==> src/lkh_pkg.sv <==
// Shared types, constants and mix shift table for the lookup2 key hash block.
package lkh_pkg;

	localparam logic [31:0] GOLDEN_WORD = 32'h9e3779b9;
	localparam int unsigned BLOCK_BYTES = 12;
	localparam int unsigned MIX_ROUNDS = 9;
	localparam int unsigned JOB_DEPTH = 4;

	typedef struct packed {
		logic [7:0] key_byte;
		logic       last_byte;
		logic       empty_key;
	} in_word_t;

	typedef struct packed {
		logic [31:0] hash_value;
		logic [7:0]  bucket_index;
	} out_word_t;

	// one gathered block or key tail handed from front to back
	typedef struct packed {
		logic [31:0] wa;
		logic [31:0] wb;
		logic [31:0] wc;
		logic [31:0] len;
		logic [31:0] seed;
		logic        blk;
		logic        fin;
		logic        first;
	} job_t;

	typedef enum logic [1:0] {
		TGT_A = 2'd0,
		TGT_B = 2'd1,
		TGT_C = 2'd2
	} mix_tgt_t;

	function automatic logic [4:0] mix_shift(input logic [3:0] rnd);
		logic [4:0] sh;
		case (rnd)
			4'd0: sh = 5'd13;
			4'd1: sh = 5'd8;
			4'd2: sh = 5'd13;
			4'd3: sh = 5'd12;
			4'd4: sh = 5'd16;
			4'd5: sh = 5'd5;
			4'd6: sh = 5'd3;
			4'd7: sh = 5'd10;
			4'd8: sh = 5'd15;
			default: sh = 5'd0;
		endcase
		return sh;
	endfunction

	function automatic mix_tgt_t mix_target(input logic [3:0] rnd);
		mix_tgt_t t;
		case (rnd)
			4'd0, 4'd3, 4'd6: t = TGT_A;
			4'd1, 4'd4, 4'd7: t = TGT_B;
			default:          t = TGT_C;
		endcase
		return t;
	endfunction

endpackage

==> src/lkh_front.sv <==
// Front end: packs key bytes into block words and emits one job per block or key end.
module lkh_front (
	input  logic            clk,
	input  logic            arst_n,
	input  logic            push,
	input  lkh_pkg::in_word_t in_word,
	input  logic            q_full,
	input  logic            cfg_wr_en,
	input  logic [31:0]     cfg_wr_data,
	output logic            job_push,
	output lkh_pkg::job_t   job
);

	logic [3:0]  pos_q;
	logic [31:0] wa_q, wb_q, wc_q, len_q;
	logic        first_q;
	logic [31:0] seed_q, key_seed_q;
	logic        key_open_q;

	logic        accept, has_byte, blk_end;
	logic [31:0] wa_n, wb_n, wc_n, len_n;
	logic [4:0]  lane_lsb;

	always_comb begin
		accept   = push && !q_full;
		has_byte = !in_word.empty_key;
		lane_lsb = {pos_q[1:0], 3'b000};
		wa_n     = wa_q;
		wb_n     = wb_q;
		wc_n     = wc_q;
		if (has_byte) begin
			case (pos_q[3:2])
				2'b00:   wa_n[lane_lsb +: 8] = in_word.key_byte;
				2'b01:   wb_n[lane_lsb +: 8] = in_word.key_byte;
				2'b10:   wc_n[lane_lsb +: 8] = in_word.key_byte;
				default: wa_n = wa_q;
			endcase
		end
		len_n    = len_q + {31'd0, has_byte};
		blk_end  = has_byte && (pos_q == 4'(lkh_pkg::BLOCK_BYTES - 1));
		job_push = accept && (blk_end || in_word.last_byte);
		job.wa    = wa_n;
		job.wb    = wb_n;
		job.wc    = wc_n;
		job.len   = len_n;
		// a key that already holds a byte keeps the seed it started with
		job.seed  = key_open_q ? key_seed_q : seed_q;
		job.blk   = blk_end;
		job.fin   = in_word.last_byte;
		job.first = first_q;
	end

	always_ff @(posedge clk or negedge arst_n) begin
		if (!arst_n) begin
			seed_q <= '0;
		end else if (cfg_wr_en) begin
			seed_q <= cfg_wr_data;
		end
	end

	always_ff @(posedge clk or negedge arst_n) begin
		if (!arst_n) begin
			pos_q      <= '0;
			wa_q       <= '0;
			wb_q       <= '0;
			wc_q       <= '0;
			len_q      <= '0;
			first_q    <= 1'b1;
			key_seed_q <= '0;
			key_open_q <= 1'b0;
		end else if (accept) begin
			if (job_push) begin
				pos_q <= '0;
				wa_q  <= '0;
				wb_q  <= '0;
				wc_q  <= '0;
			end else begin
				pos_q <= pos_q + {3'd0, has_byte};
				wa_q  <= wa_n;
				wb_q  <= wb_n;
				wc_q  <= wc_n;
			end
			len_q   <= in_word.last_byte ? '0 : len_n;
			first_q <= in_word.last_byte ? 1'b1 : (job_push ? 1'b0 : first_q);
			if (has_byte && !key_open_q) begin
				key_seed_q <= seed_q;
			end
			if (in_word.last_byte) begin
				key_open_q <= 1'b0;
			end else if (has_byte) begin
				key_open_q <= 1'b1;
			end
		end
	end

endmodule

==> src/lkh_job_fifo.sv <==
// Short job queue between the byte gatherer and the mix engine.
module lkh_job_fifo (
	input  logic          clk,
	input  logic          arst_n,
	input  logic          wr,
	input  lkh_pkg::job_t wr_data,
	output logic          full,
	input  logic          rd,
	output logic          rd_valid,
	output lkh_pkg::job_t rd_data
);

	localparam int unsigned PTR_W = $clog2(lkh_pkg::JOB_DEPTH);
	localparam int unsigned CNT_W = $clog2(lkh_pkg::JOB_DEPTH + 1);

	lkh_pkg::job_t mem_q [lkh_pkg::JOB_DEPTH];
	logic [PTR_W-1:0] wr_ptr_q, rd_ptr_q;
	logic [CNT_W-1:0] cnt_q;
	logic do_wr, do_rd;

	assign full     = (cnt_q == CNT_W'(lkh_pkg::JOB_DEPTH));
	assign rd_valid = (cnt_q != '0);
	assign rd_data  = mem_q[rd_ptr_q];
	assign do_wr    = wr && !full;
	assign do_rd    = rd && rd_valid;

	always_ff @(posedge clk) begin
		if (do_wr) begin
			mem_q[wr_ptr_q] <= wr_data;
		end
	end

	always_ff @(posedge clk or negedge arst_n) begin
		if (!arst_n) begin
			wr_ptr_q <= '0;
			rd_ptr_q <= '0;
			cnt_q    <= '0;
		end else begin
			if (do_wr) begin
				wr_ptr_q <= (wr_ptr_q == PTR_W'(lkh_pkg::JOB_DEPTH - 1)) ? '0 : wr_ptr_q + 1'b1;
			end
			if (do_rd) begin
				rd_ptr_q <= (rd_ptr_q == PTR_W'(lkh_pkg::JOB_DEPTH - 1)) ? '0 : rd_ptr_q + 1'b1;
			end
			case ({do_wr, do_rd})
				2'b10:   cnt_q <= cnt_q + 1'b1;
				2'b01:   cnt_q <= cnt_q - 1'b1;
				default: cnt_q <= cnt_q;
			endcase
		end
	end

endmodule

==> src/lkh_mix_back.sv <==
// Back end: folds jobs into a/b/c, runs the mix one line per cycle, holds the result word.
module lkh_mix_back #(
	parameter int unsigned BUCKET_COUNT = 256
) (
	input  logic               clk,
	input  logic               arst_n,
	input  logic               job_valid,
	input  lkh_pkg::job_t      job,
	output logic               job_pop,
	output logic               empty,
	input  logic               pop,
	output lkh_pkg::out_word_t out_word
);

	localparam logic [31:0] BUCKET_MASK = 32'(BUCKET_COUNT - 1);

	typedef enum logic [3:0] {
		S_IDLE = 4'b0001,
		S_MIX  = 4'b0010,
		S_LEN  = 4'b0100,
		S_DONE = 4'b1000
	} state_t;

	state_t      state_q;
	logic [31:0] a_q, b_q, c_q, len_q;
	logic [3:0]  rnd_q;
	logic        fin_q, again_q;
	logic        out_valid_q;
	lkh_pkg::out_word_t out_q;

	logic [31:0] base_a, base_b, base_c;
	logic [31:0] load_a, load_b, load_c;
	logic [31:0] a_mix, b_mix, c_mix;
	logic [4:0]  sh;
	logic        last_rnd, out_load;

	always_comb begin
		base_a = job.first ? lkh_pkg::GOLDEN_WORD : a_q;
		base_b = job.first ? lkh_pkg::GOLDEN_WORD : b_q;
		base_c = job.first ? job.seed : c_q;
		load_a = base_a + job.wa;
		load_b = base_b + job.wb;
		// key tail: c bytes sit one byte up, low byte takes the length
		if (job.blk) begin
			load_c = base_c + job.wc;
		end else begin
			load_c = base_c + {job.wc[23:0], 8'd0} + job.len;
		end
		sh       = lkh_pkg::mix_shift(rnd_q);
		a_mix    = (a_q - b_q - c_q) ^ (c_q >> sh);
		b_mix    = (b_q - c_q - a_q) ^ (a_q << sh);
		c_mix    = (c_q - a_q - b_q) ^ (b_q >> sh);
		last_rnd = (rnd_q == 4'(lkh_pkg::MIX_ROUNDS - 1));
		job_pop  = (state_q == S_IDLE) && job_valid;
		out_load = (state_q == S_DONE) && (!out_valid_q || pop);
	end

	assign empty    = !out_valid_q;
	assign out_word = out_q;

	always_ff @(posedge clk or negedge arst_n) begin
		if (!arst_n) begin
			state_q <= S_IDLE;
			rnd_q   <= '0;
			fin_q   <= 1'b0;
			again_q <= 1'b0;
			len_q   <= '0;
			a_q     <= '0;
			b_q     <= '0;
			c_q     <= '0;
		end else begin
			case (state_q)
				S_IDLE: begin
					if (job_valid) begin
						a_q     <= load_a;
						b_q     <= load_b;
						c_q     <= load_c;
						len_q   <= job.len;
						fin_q   <= job.fin;
						again_q <= job.blk && job.fin;
						rnd_q   <= '0;
						state_q <= S_MIX;
					end
				end
				S_MIX: begin
					case (lkh_pkg::mix_target(rnd_q))
						lkh_pkg::TGT_A: a_q <= a_mix;
						lkh_pkg::TGT_B: b_q <= b_mix;
						lkh_pkg::TGT_C: c_q <= c_mix;
						default:        c_q <= c_q;
					endcase
					rnd_q <= rnd_q + 1'b1;
					if (last_rnd) begin
						if (again_q) begin
							state_q <= S_LEN;
						end else if (fin_q) begin
							state_q <= S_DONE;
						end else begin
							state_q <= S_IDLE;
						end
					end
				end
				S_LEN: begin
					// key ended on a block boundary: empty tail, length only
					c_q     <= c_q + len_q;
					again_q <= 1'b0;
					rnd_q   <= '0;
					state_q <= S_MIX;
				end
				S_DONE: begin
					if (out_load) begin
						state_q <= S_IDLE;
					end
				end
				default: state_q <= S_IDLE;
			endcase
		end
	end

	always_ff @(posedge clk or negedge arst_n) begin
		if (!arst_n) begin
			out_valid_q <= 1'b0;
		end else if (out_load) begin
			out_valid_q <= 1'b1;
		end else if (pop) begin
			out_valid_q <= 1'b0;
		end
	end

	always_ff @(posedge clk) begin
		if (out_load) begin
			out_q.hash_value   <= c_q;
			out_q.bucket_index <= 8'(c_q & BUCKET_MASK);
		end
	end

	a_rnd_range: assert property (@(posedge clk) disable iff (!arst_n)
		state_q == S_MIX |-> rnd_q <= 4'(lkh_pkg::MIX_ROUNDS - 1))
		else $error("mix round counter out of range");

	a_len_to_mix: assert property (@(posedge clk) disable iff (!arst_n)
		state_q == S_LEN |=> state_q == S_MIX && rnd_q == '0)
		else $error("length add not followed by fresh mix");

	a_job_start: assert property (@(posedge clk) disable iff (!arst_n)
		job_pop |=> state_q == S_MIX && rnd_q == '0)
		else $error("job taken without starting mix");

	a_out_hold: assert property (@(posedge clk) disable iff (!arst_n)
		out_valid_q && !pop |=> out_valid_q && $stable(out_q))
		else $error("waiting result word changed");

endmodule

==> src/lookup2_key_hash_core.sv <==
// Top level of the streaming lookup2 key hash with bucket index.
// Throughput: one byte per cycle while the job queue is not full; the single mix unit
// works through its jobs one at a time, each 12-byte block and each key end in turn.
// Reset: arst_n clears queue, mix sequencer and seed (0); words reload per key.
module lookup2_key_hash_core #(
	parameter int unsigned BUCKET_COUNT = 256
) (
	input  logic               clk,
	input  logic               arst_n,
	input  logic               push,
	output logic               full,
	input  lkh_pkg::in_word_t  in_word,
	output logic               empty,
	input  logic               pop,
	output lkh_pkg::out_word_t out_word,
	input  logic               cfg_wr_en,
	input  logic [31:0]        cfg_wr_data
);

	logic          q_full, job_push, job_valid, job_pop;
	lkh_pkg::job_t job_in, job_out;

	assign full = q_full;

	lkh_front u_front (
		.clk         (clk),
		.arst_n      (arst_n),
		.push        (push),
		.in_word     (in_word),
		.q_full      (q_full),
		.cfg_wr_en   (cfg_wr_en),
		.cfg_wr_data (cfg_wr_data),
		.job_push    (job_push),
		.job         (job_in)
	);

	lkh_job_fifo u_fifo (
		.clk      (clk),
		.arst_n   (arst_n),
		.wr       (job_push),
		.wr_data  (job_in),
		.full     (q_full),
		.rd       (job_pop),
		.rd_valid (job_valid),
		.rd_data  (job_out)
	);

	lkh_mix_back #(
		.BUCKET_COUNT (BUCKET_COUNT)
	) u_back (
		.clk         (clk),
		.arst_n      (arst_n),
		.job_valid   (job_valid),
		.job         (job_out),
		.job_pop     (job_pop),
		.empty       (empty),
		.pop         (pop),
		.out_word    (out_word)
	);

endmodule
==> config.mk <==
export PLATFORM = sky130hd
export DESIGN_NAME = lookup2_key_hash_core
export DESIGN_NICKNAME = d
export VERILOG_FILES = /design/src/lkh_pkg.sv /design/src/lkh_front.sv /design/src/lkh_job_fifo.sv /design/src/lkh_mix_back.sv /design/src/lookup2_key_hash_core.sv
export SDC_FILE = /design/constraint.sdc
export NUM_CORES = 2
export LEC_CHECK = 0
export ABC_AREA = 1
export BUFFER_PORTS_ARGS = -buffer_cell sky130_fd_sc_hd__buf_2
export CAP_MARGIN = 40
export CELL_PAD_IN_SITES_DETAIL_PLACEMENT = 0
export CELL_PAD_IN_SITES_GLOBAL_PLACEMENT = 2
export CORE_UTILIZATION = 30
export DETAILED_ROUTE_END_ITERATION = 10
export GPL_TIMING_DRIVEN = 0
export PLACE_DENSITY = 0.65
export SKIP_CTS_REPAIR_TIMING = 1
export SLEW_MARGIN = 20
export SYNTH_ARGS = -nofsm -noshare
export SYNTH_HDL_FRONTEND = slang
export SYNTH_SLANG_ARGS = --single-unit
==> constraint.sdc <==
create_clock -name clk -period 8.2 [get_ports clk]
set_input_delay 1.64 -clock clk [delete_from_list [all_inputs] [get_ports clk]]
set_output_delay 1.64 -clock clk [all_outputs]
set_load 0.1 [all_outputs]
==> impl_metrics.py <==
metrics = {
    "run_status": {
        "outcome": "finished, final reports clean",
    },
    "drt": {
        "drtPass1Iterations": 9,
        "wire_per_inst_um": 30.7,
        "drcViolationCount": 0,
        "avgViaCountPerCell": 5.41,
        "vias": 66100,
        "drt_first_iter_violations": 7225,
        "drt.antenna.violating_nets": 0,
        "routed_wl_mm": 375,
    },
    "critical_path": {
        "timing.critical_path.slowest_stage_cell": "sky130_fd_sc_hd__a21oi_1",
        "critPathCaptureType": "flop",
        "r2r_slack_ns": 1.80,
        "cp_max_fo": 10,
        "worstReg2RegEnd": "u_back.c_q[18]",
        "critical_path.reg2reg.startpoint": "u_fifo.rd_ptr_q[0]",
        "reg2regPathDepth": 22,
        "critical_path_cell_count": 22,
        "critical_path_required_ns": 8.92,
        "timing.critical_path.arrival_ns": 7.12,
        "critPathKind": "reg2reg",
        "timing.critical_path.max_delay_family": "buffers and inverters",
        "critical_path.startpoint": "u_fifo.rd_ptr_q[0]",
        "worstPathCellList": "buf_2 -> buf_2 -> buf_2 -> buf_2 -> clkbuf_1 -> a21oi_1 -> a32oi_1 -> buf_6 -> ha_1 -> inv_1 -> fa_1 -> o21ai_0 -> nand2_1 -> nand2_1 -> nand2_1 -> nand2_1 -> nand2_1 -> nand3b_1 -> nand3_1 -> a21oi_1 -> nor2_1 -> a21oi_1",
        "timing.critical_path.slowest_cell_delay_ns": 0.70,
        "most_frequent_cell_on_the_critical_path": "sky130_fd_sc_hd__nand2_1",
        "critPathLaunchType": "flop",
        "timing.critical_path.buf_inv": 7,
    },
    "place": {
        "detailed_placer_s_ending_hpwl_mm": 305,
        "placedInstanceArea_um2": 74400,
        "numPortBuffers": 87,
        "place_congestion": 1.04,
    },
    "finish": {
        "post_route_cells_drive_above_1_share_pct": 6.69,
        "final_design_area_no_fill_um2": 78900,
        "nets": 9566,
        "area_growth_pct": 15.8,
        "final_core_utilization_pct": 35.0,
    },
    "min_path": {
        "hold_path_class": "reg2reg",
        "hold_path_end": "u_back.len_q[29]",
        "holdPathStages": 2,
        "source_of_the_worst_hold_timing_path": "u_back.len_q[29]",
    },
    "clocking": {
        "clockBufferDepth": 3,
        "cts_tree": "built",
        "path_clk_slew_ns": 0.06,
        "cts_num_sinks": 1028,
        "clock_latency_ns": 0.84,
        "clock_tree.root_cell": "sky130_fd_sc_hd__clkbuf_16",
        "tritoncts_buffer_count": 119,
        "cts-htree-levels": 3,
    },
    "yosys": {
        "avgSynthCellArea_um2": 7.77,
        "ys_warn_count": 0,
        "yosysSeqAreaShare_pct": 42.8,
        "post-synth-top-area-cell": "sky130_fd_sc_hd__edfxtp_1",
        "synth.area.top_cells": "sky130_fd_sc_hd__edfxtp_1 30%, sky130_fd_sc_hd__dfrtp_1 13%, sky130_fd_sc_hd__nand2_1 12%",
        "synthArstFlopShare_pct": 33.5,
        "most_instantiated_flip_flop_cell_in_the_synthesis_netlist": "sky130_fd_sc_hd__edfxtp_1",
        "post-synth-top-count-cell": "sky130_fd_sc_hd__nand2_1",
        "synth_cells": 8763,
        "yosysUniqueCellTypes": 54,
        "synth_enable_flop_cells": 684,
        "synth.top_cell.area_share_pct": 30.1,
        "yosys-top-cells-count": "2,196 x sky130_fd_sc_hd__nand2_1, 980 x sky130_fd_sc_hd__nand3_1, 906 x sky130_fd_sc_hd__inv_1, 857 x sky130_fd_sc_hd__nor2_1, 765 x sky130_fd_sc_hd__o21ai_0",
        "post_synth_instance_area_um2": 68100,
        "synth_seq_cells": 1028,
        "mappedNetlistNets": 9213,
    },
    "sta": {
        "min_period_over_period_pct": 78.0,
        "final_period_minus_worst_setup_slack_ns": 6.40,
        "slew_viol_final": 0,
        "worst_clock_skew_ns": 0.106,
        "slew_headroom_pct": 34.4,
        "worst_pin_slew_ns": 0.984,
        "final_hold_viol_count": 0,
        "achievable_clock_frequency_mhz": 156,
        "rsz0062_at_grt": "false",
        "setup_viol": 0,
    },
    "floorplanning": {
        "area_of_the_core_region_um2": 225000,
        "die-width_um": 479,
        "rows": 174,
        "io-pin-count": 89,
        "die-area_um2": 229000,
        "start_util_pct": 30.2,
        "dieHeight_um": 479,
    },
    "grt": {
        "antenna_found_initial": 19,
        "grt.total_usage_pct": 32.0,
        "number_of_global_route_vias_before_repair": 62300,
        "global_route.overflow_total": 0,
        "grt_max_degree": 86,
        "grt_pass1_wl_mm": 509,
    },
    "run": {
        "timing.max_cap.violations": 0,
    },
}
==> logic make-up after synthesis <==
kind of cell             after synthesis  share of synthesized area, %
adder cells (fa/ha/maj)              403                          8.75
AND/OR/NAND/NOR                     4306                          26.5
flip-flops                          1028                          42.8
AO/OA/AOI/OAI                       1646                          13.2
buffers and inverters               1278                          7.39
XOR/XNOR                             102                          1.31
==> area by class of cell <==
class	instances	area, um2
Buffer	358	1600
Fill cell	23900	146000
Inverter	920	3460
Clock buffer	140	3190
Tap cell	2992	3740
Sequential cell	1028	29200
Multi-Input combinational cell	6457	34000
Timing Repair Buffer	232	2560
Clock inverter	87	1150
Antenna cell	5	12.5
==> placed cells by master, fill, tap and decap left out, types with 17 or more instances in the layout <==
master,instances
sky130_fd_sc_hd__dfrtp_1,342
sky130_fd_sc_hd__nand3_1,980
sky130_fd_sc_hd__nor2_1,852
sky130_fd_sc_hd__nand4_1,73
sky130_fd_sc_hd__a21o_1,22
sky130_fd_sc_hd__edfxtp_1,684
sky130_fd_sc_hd__nand2_1,2196
sky130_fd_sc_hd__xor2_1,61
sky130_fd_sc_hd__or2_2,17
sky130_fd_sc_hd__nand3b_1,48
sky130_fd_sc_hd__fa_1,122
sky130_fd_sc_hd__buf_6,47
sky130_fd_sc_hd__o21bai_1,30
sky130_fd_sc_hd__ha_1,281
sky130_fd_sc_hd__inv_1,905
sky130_fd_sc_hd__buf_16,23
sky130_fd_sc_hd__xnor2_1,41
sky130_fd_sc_hd__a21oi_1,434
sky130_fd_sc_hd__clkbuf_1,217
sky130_fd_sc_hd__o21a_1,82
sky130_fd_sc_hd__buf_2,181
sky130_fd_sc_hd__bufinv_16,22
sky130_fd_sc_hd__buf_8,26
sky130_fd_sc_hd__clkinv_2,27
sky130_fd_sc_hd__buf_4,36
sky130_fd_sc_hd__o22ai_1,237
sky130_fd_sc_hd__clkbuf_16,123
sky130_fd_sc_hd__buf_1,38
sky130_fd_sc_hd__o21ai_0,765
sky130_fd_sc_hd__o21ai_1,25
sky130_fd_sc_hd__nor3_1,89
sky130_fd_sc_hd__buf_12,22
==> registers in the layout (all words and copies together) (netlist names), 2 cells and up <==
| signal | count |
|---|---|
| u_back.state_q | 4 |
| u_front.len_q | 32 |
| u_back.c_q | 32 |
| u_back.len_q | 32 |
| u_front.pos_q | 4 |
| u_fifo.rd_ptr_q | 2 |
| u_front.wb_q | 32 |
| u_back.rnd_q | 4 |
| u_back.a_q | 32 |
| u_back.b_q | 32 |
| u_front.seed_q | 32 |
| u_back.out_word | 32 |
| u_front.key_seed_q | 32 |
| u_front.wa_q | 32 |
| u_front.wc_q | 32 |
| u_fifo.mem_q | 652 |
| u_fifo.wr_ptr_q | 2 |
| u_fifo.cnt_q | 3 |
==> worst max-delay path by stage <==
| stage | end | slack (ns) |
|---|---|---|
| 3_3_place_gp | u_fifo.mem_q[3][39] | -10.09 |
| 4_1_cts | u_back.c_q[18] | 1.81 |
| 6_report | u_back.c_q[18] | 1.80 |
| 2_1_floorplan | u_fifo.mem_q[0][0] | -1.74 |
| 5_1_grt | u_back.c_q[18] | 1.43 |
| 3_5_place_dp | u_back.c_q[18] | 1.78 |
==> worst register-to-register path, cell delays in order (launching register included) <==
cell                       delay (ns)
sky130_fd_sc_hd__dfrtp_1         0.44
sky130_fd_sc_hd__buf_2           0.27
sky130_fd_sc_hd__buf_2           0.35
sky130_fd_sc_hd__buf_2           0.33
sky130_fd_sc_hd__buf_2           0.36
sky130_fd_sc_hd__clkbuf_1        0.60
sky130_fd_sc_hd__a21oi_1         0.15
sky130_fd_sc_hd__a32oi_1         0.41
sky130_fd_sc_hd__buf_6           0.23
sky130_fd_sc_hd__ha_1            0.19
sky130_fd_sc_hd__inv_1           0.07
sky130_fd_sc_hd__fa_1            0.47
sky130_fd_sc_hd__o21ai_0         0.60
sky130_fd_sc_hd__nand2_1         0.10
sky130_fd_sc_hd__nand2_1         0.21
sky130_fd_sc_hd__nand2_1         0.07
sky130_fd_sc_hd__nand2_1         0.17
sky130_fd_sc_hd__nand2_1         0.10
sky130_fd_sc_hd__nand3b_1        0.09
sky130_fd_sc_hd__nand3_1         0.16
sky130_fd_sc_hd__a21oi_1         0.70
sky130_fd_sc_hd__nor2_1          0.16
sky130_fd_sc_hd__a21oi_1         0.16
==> through the flow <==
| stage | TNS, ns | hold slack (ns) | worst slack, ns | instances |
|---|---|---|---|---|
| 2_1_floorplan | -1132.22 | 0.432 | -1.74 | 8763 |
| 3_3_place_gp | -7379.31 | 0.446 | -10.09 | 11800 |
| 3_5_place_dp | 0 | 0.442 | 1.78 | 12000 |
| 4_1_cts | 0 | 0.486 | 1.81 | 12200 |
| 5_1_grt | 0 | 0.507 | 1.43 | 12200 |
| 6_report | 0 | 0.483 | 1.80 | 12200 |
==> per-layer routing <==
metal,global-route usage (%),wire length [um],up-vias
li1,-,-,30200
met1,43.4,164000,32700
met2,49.5,164000,2594
met3,5.01,25100,598
met4,15.8,21600,4
met5,0,115,-
Power is not shown: default switching activity piles up to over one toggle a cycle in this logic, so the estimate is an artifact.
